`src/rtl/exception_stacking_sequencer_unit_defines.svh`:
```
// ============================================================================
// Exception stacking sequencer assertion macros
// Shared assertion forms for the RTL modules; clock clk, reset rst_n.
// ============================================================================
`ifndef EXCEPTION_STACKING_SEQUENCER_UNIT_DEFINES_SVH
`define EXCEPTION_STACKING_SEQUENCER_UNIT_DEFINES_SVH

// A condition that must hold at every clock edge out of reset.
`define ESS_ASSERT_HOLDS(label, cond, msg) \
    label: assert property (@(posedge clk) disable iff (!rst_n) (cond)) \
        else $error(msg);

// A condition that must hold whenever a trigger is seen at the same edge.
`define ESS_ASSERT_IMPLIES(label, trig, cond, msg) \
    label: assert property (@(posedge clk) disable iff (!rst_n) (trig) |-> (cond)) \
        else $error(msg);

`endif

```
`src/rtl/ess_pkg.sv`:
```
// ============================================================================
// Exception stacking sequencer package
// Item codes, register indexes, frame constants and the job descriptor.
// ============================================================================
`timescale 1ns / 1ps
`default_nettype none

package ess_pkg;

    // Input item actions.
    typedef enum logic [2:0] {
        ACT_WRITE  = 3'd0,
        ACT_RAISE  = 3'd1,
        ACT_CHECK  = 3'd2,
        ACT_RETURN = 3'd3,
        ACT_LOAD   = 3'd4,
        ACT_READ   = 3'd5
    } action_t;

    // Result kinds.
    typedef enum logic [2:0] {
        KIND_ACK      = 3'd0,
        KIND_MEM_WR   = 3'd1,
        KIND_MEM_RD   = 3'd2,
        KIND_REG_DATA = 3'd3,
        KIND_BAD_RET  = 3'd4,
        KIND_REJECT   = 3'd5
    } result_kind_t;

    // Register indexes.
    localparam logic [3:0] REG_R0      = 4'd0;
    localparam logic [3:0] REG_R12     = 4'd4;
    localparam logic [3:0] REG_LR      = 4'd5;
    localparam logic [3:0] REG_PC      = 4'd6;
    localparam logic [3:0] REG_APSR    = 4'd7;
    localparam logic [3:0] REG_SP      = 4'd8;
    localparam logic [3:0] REG_CONTROL = 4'd9;
    localparam logic [3:0] REG_IPSR    = 4'd10;
    localparam logic [3:0] REG_PENDING = 4'd11;

    // Stack frame and exception return constants.
    localparam logic [3:0]  FRAME_WORDS    = 4'd8;
    localparam logic [3:0]  FRAME_LAST     = 4'd7;
    localparam logic [31:0] FRAME_BYTES    = 32'h0000_0020;
    localparam logic [31:0] WORD_BYTES     = 32'h0000_0004;
    localparam logic [31:0] PSR_STACK_MASK = 32'hFFFF_FC00 | 32'h0000_01FF;
    localparam logic [31:0] APSR_KEEP_MASK = 32'hF000_0000;
    localparam logic [31:0] EXC_RET_HANDLER     = 32'hFFFF_FFF1;
    localparam logic [31:0] EXC_RET_THREAD_MAIN = 32'hFFFF_FFF9;
    localparam logic [31:0] EXC_RET_THREAD_PROC = 32'hFFFF_FFFD;
    localparam logic [3:0]  RET_CODE_HANDLER     = 4'h1;
    localparam logic [3:0]  RET_CODE_THREAD_MAIN = 4'h9;
    localparam logic [3:0]  RET_CODE_THREAD_PROC = 4'hD;

    // Mode flag bits: bit 0 handler mode, bit 1 process stack.
    localparam logic [1:0] MODE_THREAD_MAIN = 2'b00;
    localparam logic [1:0] MODE_HANDLER     = 2'b01;
    localparam logic [1:0] MODE_PROCESS     = 2'b10;

    // Job queue between front and back.
    localparam int unsigned QUEUE_DEPTH = 2;

    // What the back part has to emit for one item.
    typedef enum logic [1:0] {
        JOB_SINGLE = 2'd0,
        JOB_PUSH   = 2'd1,
        JOB_POP    = 2'd2
    } job_kind_t;

    typedef struct packed {
        job_kind_t          jk;
        result_kind_t       skind;
        logic [31:0]        sdata;
        logic               branch;
        logic [31:0]        base;
        logic [7:0][31:0]   frame;
        logic               hm_a;
        logic [4:0]         num_a;
        logic               hm_b;
        logic [4:0]         num_b;
    } job_t;

endpackage

`default_nettype wire

```
`src/rtl/exception_stacking_sequencer_unit.sv`:
```
// ============================================================================
// Exception stacking sequencer
// Exception entry and return sequencing with an eight-word stack frame.
// ============================================================================
//   channel | direction | handshake            | payload
//   --------+-----------+----------------------+------------------------------
//   input   | in        | in_valid / in_stall  | action, reg_index, value
//   result  | out       | out_valid / out_stall| kind, mem_address, mem_data,
//           |           |                      | last, branch_taken,
//           |           |                      | handler_mode, exception_number
//
// An item is executed in the cycle it is accepted; its results leave at one
// per cycle when not stalled, through the output register: a single-result
// item gives one, an exception return eight and an entry nine (eight stores
// and the vector read). The result port, one bus access per cycle, sets this
// rate. in_stall rises when the two-entry job queue is full; out_stall holds
// the output register and the back part. No clearing pass follows reset.
// ============================================================================
`timescale 1ns / 1ps
`default_nettype none

module exception_stacking_sequencer_unit
    import ess_pkg::*;
#(
    parameter int unsigned NUM_EXCEPTIONS = 32
)
(
    input  wire logic        clk,
    input  wire logic        rst_n,
    input  wire logic        in_valid,
    output logic             in_stall,
    input  wire logic [2:0]  action,
    input  wire logic [3:0]  reg_index,
    input  wire logic [31:0] value,
    output logic             out_valid,
    input  wire logic        out_stall,
    output logic [2:0]       kind,
    output logic [31:0]      mem_address,
    output logic [31:0]      mem_data,
    output logic             last,
    output logic             branch_taken,
    output logic             handler_mode,
    output logic [4:0]       exception_number
);

    logic accept;
    logic q_full;
    logic q_pop;
    logic head_valid;
    job_t new_job;
    job_t head;

    // An item is taken whenever the job queue has room.
    assign in_stall = q_full;
    assign accept   = in_valid && !q_full;

    ess_front #(
        .NUM_EXCEPTIONS (NUM_EXCEPTIONS)
    ) u_front (
        .clk       (clk),
        .rst_n     (rst_n),
        .accept    (accept),
        .action    (action),
        .reg_index (reg_index),
        .value     (value),
        .job       (new_job)
    );

    ess_queue u_queue (
        .clk        (clk),
        .rst_n      (rst_n),
        .push       (accept),
        .push_job   (new_job),
        .pop        (q_pop),
        .head       (head),
        .head_valid (head_valid),
        .full       (q_full)
    );

    ess_back u_back (
        .clk              (clk),
        .rst_n            (rst_n),
        .head             (head),
        .head_valid       (head_valid),
        .pop              (q_pop),
        .out_valid        (out_valid),
        .out_stall        (out_stall),
        .kind             (kind),
        .mem_address      (mem_address),
        .mem_data         (mem_data),
        .last             (last),
        .branch_taken     (branch_taken),
        .handler_mode     (handler_mode),
        .exception_number (exception_number)
    );

endmodule

`default_nettype wire

```
`src/rtl/ess_queue.sv`:
```
// ============================================================================
// Exception stacking sequencer job queue
// Small register queue that decouples the front part from the back part.
// ============================================================================
`timescale 1ns / 1ps
`default_nettype none

`include "exception_stacking_sequencer_unit_defines.svh"

module ess_queue
    import ess_pkg::*;
(
    input  wire logic clk,
    input  wire logic rst_n,
    input  wire logic push,
    input  wire job_t push_job,
    input  wire logic pop,
    output job_t      head,
    output logic      head_valid,
    output logic      full
);

    localparam int unsigned PTR_W = (QUEUE_DEPTH > 1) ? $clog2(QUEUE_DEPTH) : 1;
    localparam int unsigned CNT_W = $clog2(QUEUE_DEPTH + 1);
    localparam logic [CNT_W-1:0] DEPTH_C = CNT_W'(QUEUE_DEPTH);
    localparam logic [PTR_W-1:0] LAST_PTR = PTR_W'(QUEUE_DEPTH - 1);

    job_t             entry_reg [QUEUE_DEPTH];
    logic [PTR_W-1:0] wr_ptr_reg, wr_ptr_next;
    logic [PTR_W-1:0] rd_ptr_reg, rd_ptr_next;
    logic [CNT_W-1:0] count_reg, count_next;

    // Pointer and fill count update.
    always_comb
    begin
        wr_ptr_next = wr_ptr_reg;
        rd_ptr_next = rd_ptr_reg;
        count_next  = count_reg;
        if (push)
        begin
            wr_ptr_next = (wr_ptr_reg == LAST_PTR) ? '0 : wr_ptr_reg + 1'b1;
        end
        if (pop)
        begin
            rd_ptr_next = (rd_ptr_reg == LAST_PTR) ? '0 : rd_ptr_reg + 1'b1;
        end
        if (push && !pop)
        begin
            count_next = count_reg + 1'b1;
        end
        else if (pop && !push)
        begin
            count_next = count_reg - 1'b1;
        end
    end

    always_ff @(posedge clk or negedge rst_n)
    begin
        if (!rst_n)
        begin
            wr_ptr_reg <= '0;
            rd_ptr_reg <= '0;
            count_reg  <= '0;
        end
        else
        begin
            wr_ptr_reg <= wr_ptr_next;
            rd_ptr_reg <= rd_ptr_next;
            count_reg  <= count_next;
        end
    end

    // Job storage needs no reset.
    always_ff @(posedge clk)
    begin
        if (push)
        begin
            entry_reg[wr_ptr_reg] <= push_job;
        end
    end

    assign head       = entry_reg[rd_ptr_reg];
    assign head_valid = (count_reg != '0);
    assign full       = (count_reg == DEPTH_C);

    `ESS_ASSERT_HOLDS(a_queue_count_range, count_reg <= DEPTH_C, "queue count beyond depth")
    `ESS_ASSERT_IMPLIES(a_queue_no_underflow, pop, count_reg != '0, "pop from empty queue")

endmodule

`default_nettype wire

```
`src/rtl/ess_front.sv`:
```
// ============================================================================
// Exception stacking sequencer front part
// Holds the architectural state, decodes each item and queues its results.
// ============================================================================
`timescale 1ns / 1ps
`default_nettype none

`include "exception_stacking_sequencer_unit_defines.svh"

module ess_front
    import ess_pkg::*;
#(
    parameter int unsigned NUM_EXCEPTIONS = 32
)
(
    input  wire logic        clk,
    input  wire logic        rst_n,
    input  wire logic        accept,
    input  wire logic [2:0]  action,
    input  wire logic [3:0]  reg_index,
    input  wire logic [31:0] value,
    output job_t             job
);

    typedef enum logic [1:0] {
        PH_IDLE,
        PH_VECTOR,
        PH_POP
    } phase_t;

    logic [31:0]               saved_reg [5];
    logic [31:0]               saved_next [5];
    logic [31:0]               link_reg, link_next;
    logic [31:0]               pc_reg, pc_next;
    logic [31:0]               psr_reg, psr_next;
    logic [31:0]               sp_reg, sp_next;
    logic [1:0]                mode_reg, mode_next;
    logic [4:0]                active_reg, active_next;
    logic [NUM_EXCEPTIONS-1:0] pend_reg, pend_next;
    phase_t                    phase_reg, phase_next;
    logic [2:0]                pop_cnt_reg, pop_cnt_next;

    logic [NUM_EXCEPTIONS-1:0] pend_low;
    logic [4:0]                pend_num;
    logic [31:0]               read_data;
    logic                      read_ok;
    logic [31:0]               new_link;
    logic [31:0]               new_sp;

    // Lowest pending exception: isolate the lowest set bit, then encode it.
    always_comb
    begin
        pend_low = pend_reg & (~pend_reg + 1'b1);
        pend_num = '0;
        for (int i = 0; i < NUM_EXCEPTIONS; i++)
        begin
            pend_num = pend_num | (pend_low[i] ? 5'(i) : 5'd0);
        end
    end

    // Register read decoder.
    always_comb
    begin
        read_ok   = 1'b1;
        read_data = '0;
        unique case (reg_index) inside
            [REG_R0:REG_R12]: read_data = saved_reg[reg_index[2:0]];
            REG_LR:           read_data = link_reg;
            REG_PC:           read_data = pc_reg;
            REG_APSR:         read_data = psr_reg;
            REG_SP:           read_data = sp_reg;
            REG_CONTROL:      read_data = {30'd0, mode_reg};
            REG_IPSR:         read_data = {27'd0, active_reg};
            REG_PENDING:      read_data = 32'(pend_reg);
            default:          read_ok   = 1'b0;
        endcase
    end

    // Link value on entry depends on the mode that is left.
    always_comb
    begin
        if (mode_reg[0])
        begin
            new_link = EXC_RET_HANDLER;
        end
        else if (!mode_reg[1])
        begin
            new_link = EXC_RET_THREAD_MAIN;
        end
        else
        begin
            new_link = EXC_RET_THREAD_PROC;
        end
        new_sp = sp_reg - FRAME_BYTES;
    end

    // Item execution and job build.
    always_comb
    begin
        for (int r = 0; r < 5; r++)
        begin
            saved_next[r] = saved_reg[r];
        end
        link_next    = link_reg;
        pc_next      = pc_reg;
        psr_next     = psr_reg;
        sp_next      = sp_reg;
        mode_next    = mode_reg;
        active_next  = active_reg;
        pend_next    = pend_reg;
        phase_next   = phase_reg;
        pop_cnt_next = pop_cnt_reg;

        job        = '0;
        job.jk     = JOB_SINGLE;
        job.skind  = KIND_ACK;

        case (action)
            ACT_WRITE:
            begin
                if (phase_reg != PH_IDLE)
                begin
                    job.skind = KIND_REJECT;
                end
                else
                begin
                    unique case (reg_index) inside
                        [REG_R0:REG_R12]: saved_next[reg_index[2:0]] = value;
                        REG_LR:           link_next   = value;
                        REG_PC:           pc_next     = value;
                        REG_APSR:         psr_next    = value;
                        REG_SP:           sp_next     = value;
                        REG_CONTROL:      mode_next   = value[1:0];
                        REG_IPSR:         active_next = value[4:0];
                        REG_PENDING:      pend_next   = value[NUM_EXCEPTIONS-1:0];
                        default:          job.skind   = KIND_REJECT;
                    endcase
                end
            end
            ACT_RAISE:
            begin
                pend_next = pend_reg | value[NUM_EXCEPTIONS-1:0];
            end
            ACT_CHECK:
            begin
                if (phase_reg != PH_IDLE)
                begin
                    job.skind = KIND_REJECT;
                end
                else if (pend_reg != '0)
                begin
                    // Exception entry: push the frame and fetch the vector.
                    pend_next    = pend_reg & ~pend_low;
                    sp_next      = new_sp;
                    link_next    = new_link;
                    mode_next    = MODE_HANDLER;
                    active_next  = pend_num;
                    phase_next   = PH_VECTOR;
                    job.jk       = JOB_PUSH;
                    job.base     = new_sp;
                    job.frame[0] = saved_reg[0];
                    job.frame[1] = saved_reg[1];
                    job.frame[2] = saved_reg[2];
                    job.frame[3] = saved_reg[3];
                    job.frame[4] = saved_reg[4];
                    job.frame[5] = link_reg;
                    job.frame[6] = pc_reg - WORD_BYTES;
                    job.frame[7] = psr_reg & PSR_STACK_MASK;
                    job.hm_b     = 1'b1;
                    job.num_b    = pend_num;
                end
            end
            ACT_RETURN:
            begin
                if (phase_reg != PH_IDLE)
                begin
                    job.skind = KIND_REJECT;
                end
                else
                begin
                    unique case (value[3:0])
                        RET_CODE_HANDLER:     mode_next = MODE_HANDLER;
                        RET_CODE_THREAD_MAIN: mode_next = MODE_THREAD_MAIN;
                        RET_CODE_THREAD_PROC: mode_next = MODE_PROCESS;
                        default:              job.skind = KIND_BAD_RET;
                    endcase
                    if (job.skind != KIND_BAD_RET)
                    begin
                        active_next  = '0;
                        phase_next   = PH_POP;
                        pop_cnt_next = '0;
                        job.jk       = JOB_POP;
                        job.base     = sp_reg;
                    end
                end
            end
            ACT_LOAD:
            begin
                unique case (phase_reg)
                    PH_VECTOR:
                    begin
                        pc_next    = value;
                        phase_next = PH_IDLE;
                        job.branch = 1'b1;
                    end
                    PH_POP:
                    begin
                        unique case (pop_cnt_reg)
                            3'd5:    link_next = value;
                            3'd6:    pc_next   = value;
                            3'd7:    psr_next  = value & APSR_KEEP_MASK;
                            default: saved_next[pop_cnt_reg] = value;
                        endcase
                        pop_cnt_next = pop_cnt_reg + 1'b1;
                        if (pop_cnt_reg == FRAME_LAST[2:0])
                        begin
                            sp_next     = sp_reg + FRAME_BYTES;
                            active_next = '0;
                            phase_next  = PH_IDLE;
                            job.branch  = 1'b1;
                        end
                    end
                    default:
                    begin
                        job.skind = KIND_REJECT;
                    end
                endcase
            end
            ACT_READ:
            begin
                if (read_ok)
                begin
                    job.skind = KIND_REG_DATA;
                    job.sdata = read_data;
                end
                else
                begin
                    job.skind = KIND_REJECT;
                end
            end
            default:
            begin
                job.skind = KIND_REJECT;
            end
        endcase

        // Frame pushes show the mode before entry; everything else the mode after.
        if (job.jk == JOB_PUSH)
        begin
            job.hm_a  = mode_reg[0];
            job.num_a = active_reg;
        end
        else
        begin
            job.hm_a  = mode_next[0];
            job.num_a = active_next;
        end
    end

    // Architectural state.
    always_ff @(posedge clk or negedge rst_n)
    begin
        if (!rst_n)
        begin
            for (int r = 0; r < 5; r++)
            begin
                saved_reg[r] <= '0;
            end
            link_reg    <= '0;
            pc_reg      <= '0;
            psr_reg     <= '0;
            sp_reg      <= '0;
            mode_reg    <= MODE_THREAD_MAIN;
            active_reg  <= '0;
            pend_reg    <= '0;
            phase_reg   <= PH_IDLE;
            pop_cnt_reg <= '0;
        end
        else if (accept)
        begin
            for (int r = 0; r < 5; r++)
            begin
                saved_reg[r] <= saved_next[r];
            end
            link_reg    <= link_next;
            pc_reg      <= pc_next;
            psr_reg     <= psr_next;
            sp_reg      <= sp_next;
            mode_reg    <= mode_next;
            active_reg  <= active_next;
            pend_reg    <= pend_next;
            phase_reg   <= phase_next;
            pop_cnt_reg <= pop_cnt_next;
        end
    end

    `ESS_ASSERT_IMPLIES(a_vector_in_handler, phase_reg == PH_VECTOR, mode_reg[0], "vector fetch outside handler mode")
    `ESS_ASSERT_IMPLIES(a_pop_count_in_pop, pop_cnt_reg != 3'd0, phase_reg == PH_POP, "frame pop count set outside return")

endmodule

`default_nettype wire

```
`src/rtl/ess_back.sv`:
```
// ============================================================================
// Exception stacking sequencer back part
// Expands the job at the queue head into results, one per cycle unless stalled.
// ============================================================================
`timescale 1ns / 1ps
`default_nettype none

`include "exception_stacking_sequencer_unit_defines.svh"

module ess_back
    import ess_pkg::*;
(
    input  wire logic   clk,
    input  wire logic   rst_n,
    input  wire job_t   head,
    input  wire logic   head_valid,
    output logic        pop,
    output logic        out_valid,
    input  wire logic   out_stall,
    output logic [2:0]  kind,
    output logic [31:0] mem_address,
    output logic [31:0] mem_data,
    output logic        last,
    output logic        branch_taken,
    output logic        handler_mode,
    output logic [4:0]  exception_number
);

    logic [3:0]   cnt_reg, cnt_next;
    logic         valid_reg;
    result_kind_t kind_reg, res_kind;
    logic [31:0]  addr_reg, res_addr;
    logic [31:0]  data_reg, res_data;
    logic         last_reg, res_last;
    logic         branch_reg, res_branch;
    logic         hm_reg, res_hm;
    logic [4:0]   num_reg, res_num;
    logic [31:0]  step_addr;
    logic         advance;

    // Frame word address for the current step.
    assign step_addr = head.base + {27'd0, cnt_reg[2:0], 2'b00};

    // Result for the current step of the head job.
    always_comb
    begin
        res_kind   = head.skind;
        res_addr   = '0;
        res_data   = head.sdata;
        res_last   = 1'b1;
        res_branch = head.branch;
        res_hm     = head.hm_a;
        res_num    = head.num_a;
        unique case (head.jk)
            JOB_PUSH:
            begin
                res_branch = 1'b0;
                if (cnt_reg == FRAME_WORDS)
                begin
                    res_kind = KIND_MEM_RD;
                    res_addr = {25'd0, head.num_b, 2'b00};
                    res_data = '0;
                    res_hm   = head.hm_b;
                    res_num  = head.num_b;
                end
                else
                begin
                    res_kind = KIND_MEM_WR;
                    res_addr = step_addr;
                    res_data = head.frame[cnt_reg[2:0]];
                    res_last = 1'b0;
                end
            end
            JOB_POP:
            begin
                res_kind   = KIND_MEM_RD;
                res_addr   = step_addr;
                res_data   = '0;
                res_branch = 1'b0;
                res_last   = (cnt_reg == FRAME_LAST);
            end
            default:
            begin
                res_last = 1'b1;
            end
        endcase
    end

    // One result per cycle whenever the output register can take it.
    assign advance  = head_valid && (!valid_reg || !out_stall);
    assign pop      = advance && res_last;
    assign cnt_next = pop ? 4'd0 : (advance ? cnt_reg + 1'b1 : cnt_reg);

    always_ff @(posedge clk or negedge rst_n)
    begin
        if (!rst_n)
        begin
            cnt_reg   <= '0;
            valid_reg <= 1'b0;
        end
        else
        begin
            cnt_reg <= cnt_next;
            if (!valid_reg || !out_stall)
            begin
                valid_reg <= head_valid;
            end
        end
    end

    // Output payload register.
    always_ff @(posedge clk)
    begin
        if (advance)
        begin
            kind_reg   <= res_kind;
            addr_reg   <= res_addr;
            data_reg   <= res_data;
            last_reg   <= res_last;
            branch_reg <= res_branch;
            hm_reg     <= res_hm;
            num_reg    <= res_num;
        end
    end

    assign out_valid        = valid_reg;
    assign kind             = kind_reg;
    assign mem_address      = addr_reg;
    assign mem_data         = data_reg;
    assign last             = last_reg;
    assign branch_taken     = branch_reg;
    assign handler_mode     = hm_reg;
    assign exception_number = num_reg;

    `ESS_ASSERT_HOLDS(a_step_range, cnt_reg <= FRAME_WORDS, "result step beyond frame")
    `ESS_ASSERT_IMPLIES(a_step_needs_job, cnt_reg != 4'd0, head_valid, "job left the queue mid-sequence")

endmodule

`default_nettype wire
```
`config.mk`:
```
export PLATFORM = sky130hd
export DESIGN_NAME = exception_stacking_sequencer_unit
export DESIGN_NICKNAME = d
export VERILOG_FILES = /design/src/rtl/ess_pkg.sv /design/src/rtl/exception_stacking_sequencer_unit.sv /design/src/rtl/ess_queue.sv /design/src/rtl/ess_front.sv /design/src/rtl/ess_back.sv
export VERILOG_INCLUDE_DIRS = /design/src /design/src/rtl
export SDC_FILE = /design/constraint.sdc
export NUM_CORES = 2
export LEC_CHECK = 0
export BUFFER_PORTS_ARGS = -buffer_cell sky130_fd_sc_hd__buf_2
export CAP_MARGIN = 25
export CORE_MARGIN = 1
export CORE_UTILIZATION = 45
export DETAILED_ROUTE_END_ITERATION = 10
export GPL_TIMING_DRIVEN = 0
export PLACE_DENSITY = 0.61
export SLEW_MARGIN = 0
export SYNTH_ARGS = -nofsm -noshare
export SYNTH_HDL_FRONTEND = slang
export SYNTH_HIERARCHICAL = 1
export SYNTH_SLANG_ARGS = --single-unit
export TNS_END_PERCENT = 20
```
`constraint.sdc`:
```
create_clock -name clk -period 17.8 [get_ports clk]
set_input_delay 1.78 -clock clk [delete_from_list [all_inputs] [get_ports clk]]
set_output_delay 1.78 -clock clk [all_outputs]
set_load 0.005 [all_outputs]
```
* Word level (Yosys, flattened, before mapping)
Memory sizes are Yosys's and may differ from the RTL's. Index checks and enable logic that the tools add are counted.
Word-level totals: flip-flop bits (word level) 416, bits in latches 0, word-level logic and storage cells 327, memories kept 1, output and inout bits 77, bits of input ports 43, memory bits (writable) 676, ROM bits 0
Cells by class: shifts and indexed selects 0, $mul 0, bitwise gates (word level) 37, eq/ne operators 47, $lt $le $gt $ge 7, reduce and logical (&&, ||, !) cells 40, div/mod/pow operators 0, mux-type cells 157, add/subtract/negate cells 11
Memory list:
- u_queue.entry_reg | depth 2, bits a word 338, read ports 1, clocked after Yosys merged registers in 0, write ports 1, RTL line ess_queue.sv:28 | job_t entry_reg [QUEUE_DEPTH];
Operator list (number):
- $mux W32 | 34
- $mux W160 | 4
- $mux W288 | 2
- $pmux W32 S2 | 6
- $bwmux W160 | 2
- $pmux W160 S2 | 1
- $pmux W32 S3 | 3
- $mux W256 | 1
- $pmux W32 S8 | 1
- $bmux W32 S3 | 2
- $demux W32 S3 | 2
- $or A5 B5 Y5 | 30
- $mux W5 | 26
- $and A32 B32 Y32 | 2
- $not A32 Y32 | 2
- $mux W3 | 17
- $mux W4 | 11
- $mux W2 | 18
- $add A32 B1 Y32 const B | 1
- $add A32 B5 Y32 | 1
- $add A32 B6 Y32 const B | 1
- $or A32 B32 Y32 | 1
- $reduce_and A8 Y1 | 4
- $reduce_bool A32 Y1 | 1
- 45 further kinds | 126

* Depth between registers and ports, before layout
depth after elaboration 38, depth in mapped cells 14, depth with buffers taken out 11

* Hierarchy
The synthesis kept the hierarchy.
By module, submodules not included:
- ess_queue | sequential area each 20399.6 µm², area an instance 25906.1 µm², cells each 1068, times used 1
- ess_front | sequential area each 8308.0 µm², area an instance 20644.8 µm², cells each 2240, times used 1
- ess_back | sequential area each 2377.3 µm², area an instance 5684.2 µm², cells each 456, times used 1
- exception_stacking_sequencer_unit | sequential area each 0.0 µm², area an instance 13.8 µm², cells each 1, times used 1

* Worst setup path after synthesis
OpenSTA, ideal clock, no wires.
path kind input -> register, from input in_valid, to memory u_queue/entry_reg[0][0] (netlist bit) (enable), library setup time 1.085 ns, setup slack -0.026 ns, buffers on the path 0, required time 16.715 ns, stages on the path 2, arrival 16.741 ns, cells stage by stage nor2b_4 -> nor2b_1
Between the ends: word-level cells in the longest chain between the ends 3
RTL lines:
- start: declaration | RTL line exception_stacking_sequencer_unit.sv:30 | input wire logic in_valid,
- $logic_and A1 B1 Y1 | RTL line exception_stacking_sequencer_unit.sv:55 | assign accept = in_valid && !q_full;
- $mux W1 | RTL line ess_queue.sv:76 | if (push)
- $mux W1 (implied by the code) | RTL line ess_queue.sv:78 | entry_reg[wr_ptr_reg] <= push_job;
- end: declaration | RTL line ess_queue.sv:28
No other way between the ends.

==> results.md <==
* Status: finished, violations left
* Failing checks: DRC
* CTS buffer count at 115
* Number of I/O pins at 120
* Yosys synthesis warning count at 6
* Max-slew violations at 0
* Largest register FFs at 676
* Asr flop ratio synth at 0.312
* Place WS at 11.84 ns
* CP required at 18.23 ns
* RePlAce Congestion at 0.958
* Full die area at 117,000 sq um
* Overall global routing resource usage at 0.292
* Clock Sinks at 1,092
* Setup slack after layout at 12.37 ns
* Total Wirelength at 172,000 um
* Worst slew margin at 0.241
* Area Overhead vs Synth at 13.4%
* Clock transition at path regs at 0.06 ns
* Finished Core Util at 0.517
* Initial core utilization at 0.456
* Netlist cell types at 90
* Tmin final at 5.43 ns
* # nets final at 4,089
* Clk_lat worst skew at 0.73 ns
* Syn Area/Cell at 13.9 sq um
* Post-route DRC at 26
* Vias in the first global route at 33,000
* Root Buffer: clkbuf_16
* Crit path DAT at 5.86 ns
* Drt pass-1 iters at 11
* Hold Crit Class: flop to flop
* Flops & latches, synth at 1,092
* Final Hold Fails at 0
* Resized cells post-CTS at 0
* RSZ-0062 raised after global routing: false
* Count leader, synth: edfxtp_1
* Final setup violating endpoints at 0
* Hold-fix buffer count after cts at 0
* CTS tree: done
* Synth cell count leaders: edfxtp_1 (751), dfrtp_1 (341), mux2_4 (303), nand2_1 (247), and2_1 (240)
* DR iter-0 viols at 4,272
* Initial antenna violation count at 12
* Largest net degree at the start of global routing at 88
* PD cells at 162 nW/um^2
* EDFF count, synth at 751
* Area share of the largest cell type after synthesis at 0.432
* Leak at 22.5 nW
* Die Span X at 343 um
* Synthesized area at 52,200 sq um
* Primary FF master, synth: edfxtp_1
* Setup bufs post-CTS at 0
* Max Cap Viol at 0
* Setup TNS at 0 ns
* Post-synthesis sequential area ratio at 0.595
* Crit path launch type: input pin
* Share of cells above drive strength 1 at 0.253
* Post-route clock period utilization at 0.305
* First-pass GRT wire length at 243,000 um
* Overflow left after global routing at 0
* DR vias at 34,400
* DR WL/cell at 30.4 um
* Crit Path Category: input pin to flop
* Worst Tran Pin Value at 1.14 ns
* Final Skew at 0.0509 ns
* Die Y at 343 um
* Placed Instances at 5,418
* Synth top area cells: edfxtp_1 (43%), dfrtp_1 (16%), mux2_4 (8.7%), mux2_2 (5.1%), mux4_2 (4.1%)
* Non-filler cells, final at 5,647
* Routed Antenna Nets at 0
* Peak VDD IR at 0.000116 V
* Core area at 115,000 sq um
* Site row count at 124
* Mapped Nets at 3,827
* Synth area leader: edfxtp_1
* Pwr Total at 9.61 mW
* Highest clock rate at 184 MHz
* Cells after Synth at 3,765
* Critical Path Fanout Max at 10
* Max Root-Sink Buffers at 3
* H-tree levels at 3
* Vias per cell at 6.08
* Worst setup EP type: flop
* Detailed Place HPWL at 125,000 um
* Number of I/O port buffers at 94
==> through the flow <==
step	instance area, sq um	hold slack (ns)
3_3_place_gp	54600	0.470
4_1_cts	59200	0.487
6_report	59300	0.482
2_1_floorplan	52300	0.447
5_1_grt	59200	0.506
3_5_place_dp	55500	0.475
==> per-layer routing <==
metal,up-vias,GRT usage,share of wire
met1,17700,0.415,0.42
met2,1668,0.439,0.44
met5,-,0,0.00027
li1,14700,-,-
met4,8,0.118,0.045
met3,333,0.0578,0.092
==> cell families (layout without fill, tap and decap cells) <==
kind of cell / after synthesis / in the layout / synth area share
flops: 1092 / 1092 / 0.595
simple gates: 1024 / 1024 / 0.100
mux: 669 / 669 / 0.186
compound gates: 565 / 565 / 0.0722
buf+inv: 332 / 696 / 0.0318
xor+xnor: 63 / 63 / 0.0106
fa+ha+maj: 19 / 19 / 0.00469
other cells: 1 / 7 / 0.0000718
==> critical path: stages <==
cell and delay [ns]:
buf_2 0.17, nand2b_1 0.16, clkbuf_1 0.18, nor2_1 0.62
and2_1 0.23, o21ai_1 0.37, inv_2 0.20, clkbuf_1 0.80
buf_1 0.64, nand2_1 0.09, o21ai_0 0.61
==> layout by cell type (no fill, tap or decap), types with 50 or more instances in the layout <==
master     Yosys  final
dfrtp_1      341    341
mux2_2       235    235
mux4_2        96     96
buf_2         25    122
clkbuf_16      0    115
a31oi_1       50     50
nor3_1        52     51
a21oi_1       96     96
nand3_1       78     78
mux2_4       303    303
edfxtp_1     751    751
and2_1       240    239
nor2_1       221    220
clkbuf_1     195    232
o21ai_0      123    123
nand2_1      247    247
==> report_power, final <==
group	leakage, nW	internal (mW)	switching (mW)	total (mW)
logic	9.11	1.45	1.91	3.36
clock network	1.79	1.32	1.02	2.33
registers	11.6	3.55	0.371	3.92
==> final cells by class <==
| type | instances | area, sq um |
|---|---|---|
| multi-input cells | 2341 | 19500 |
| clock buffers | 171 | 3270 |
| clock inverters | 48 | 397 |
| flip-flops and latches | 1092 | 31100 |
| plain buffers | 293 | 1520 |
| repair buffers | 145 | 1410 |
| well taps | 1512 | 1890 |
| fillers | 9702 | 55400 |
| inverters | 39 | 149 |
| diodes | 6 | 15.0 |
==> path summary, 6_finish.rpt <==
| path | startpoint | endpoint | slack [ns] | cells after the start |
|---|---|---|---|---|
| setup / recovery | action[2] | u_queue/entry_reg[0][289] | 12.37 | 11 |
| hold / removal | u_queue/count_reg[1] | u_queue/count_reg[1] | 0.48 | 1 |
| setup reg to reg | u_front/pend_reg[12] | u_queue/entry_reg[1][296] | 12.98 | 10 |
| hold reg to reg | u_queue/count_reg[1] | u_queue/count_reg[1] | 0.48 | 1 |
| max in group asynchronous | rst_n | u_front/saved_reg[115] | 15.18 | 4 |
| min in group asynchronous | rst_n | u_queue/count_reg[1] | 1.00 | 1 |
Power figures use the tool's default switching activity.
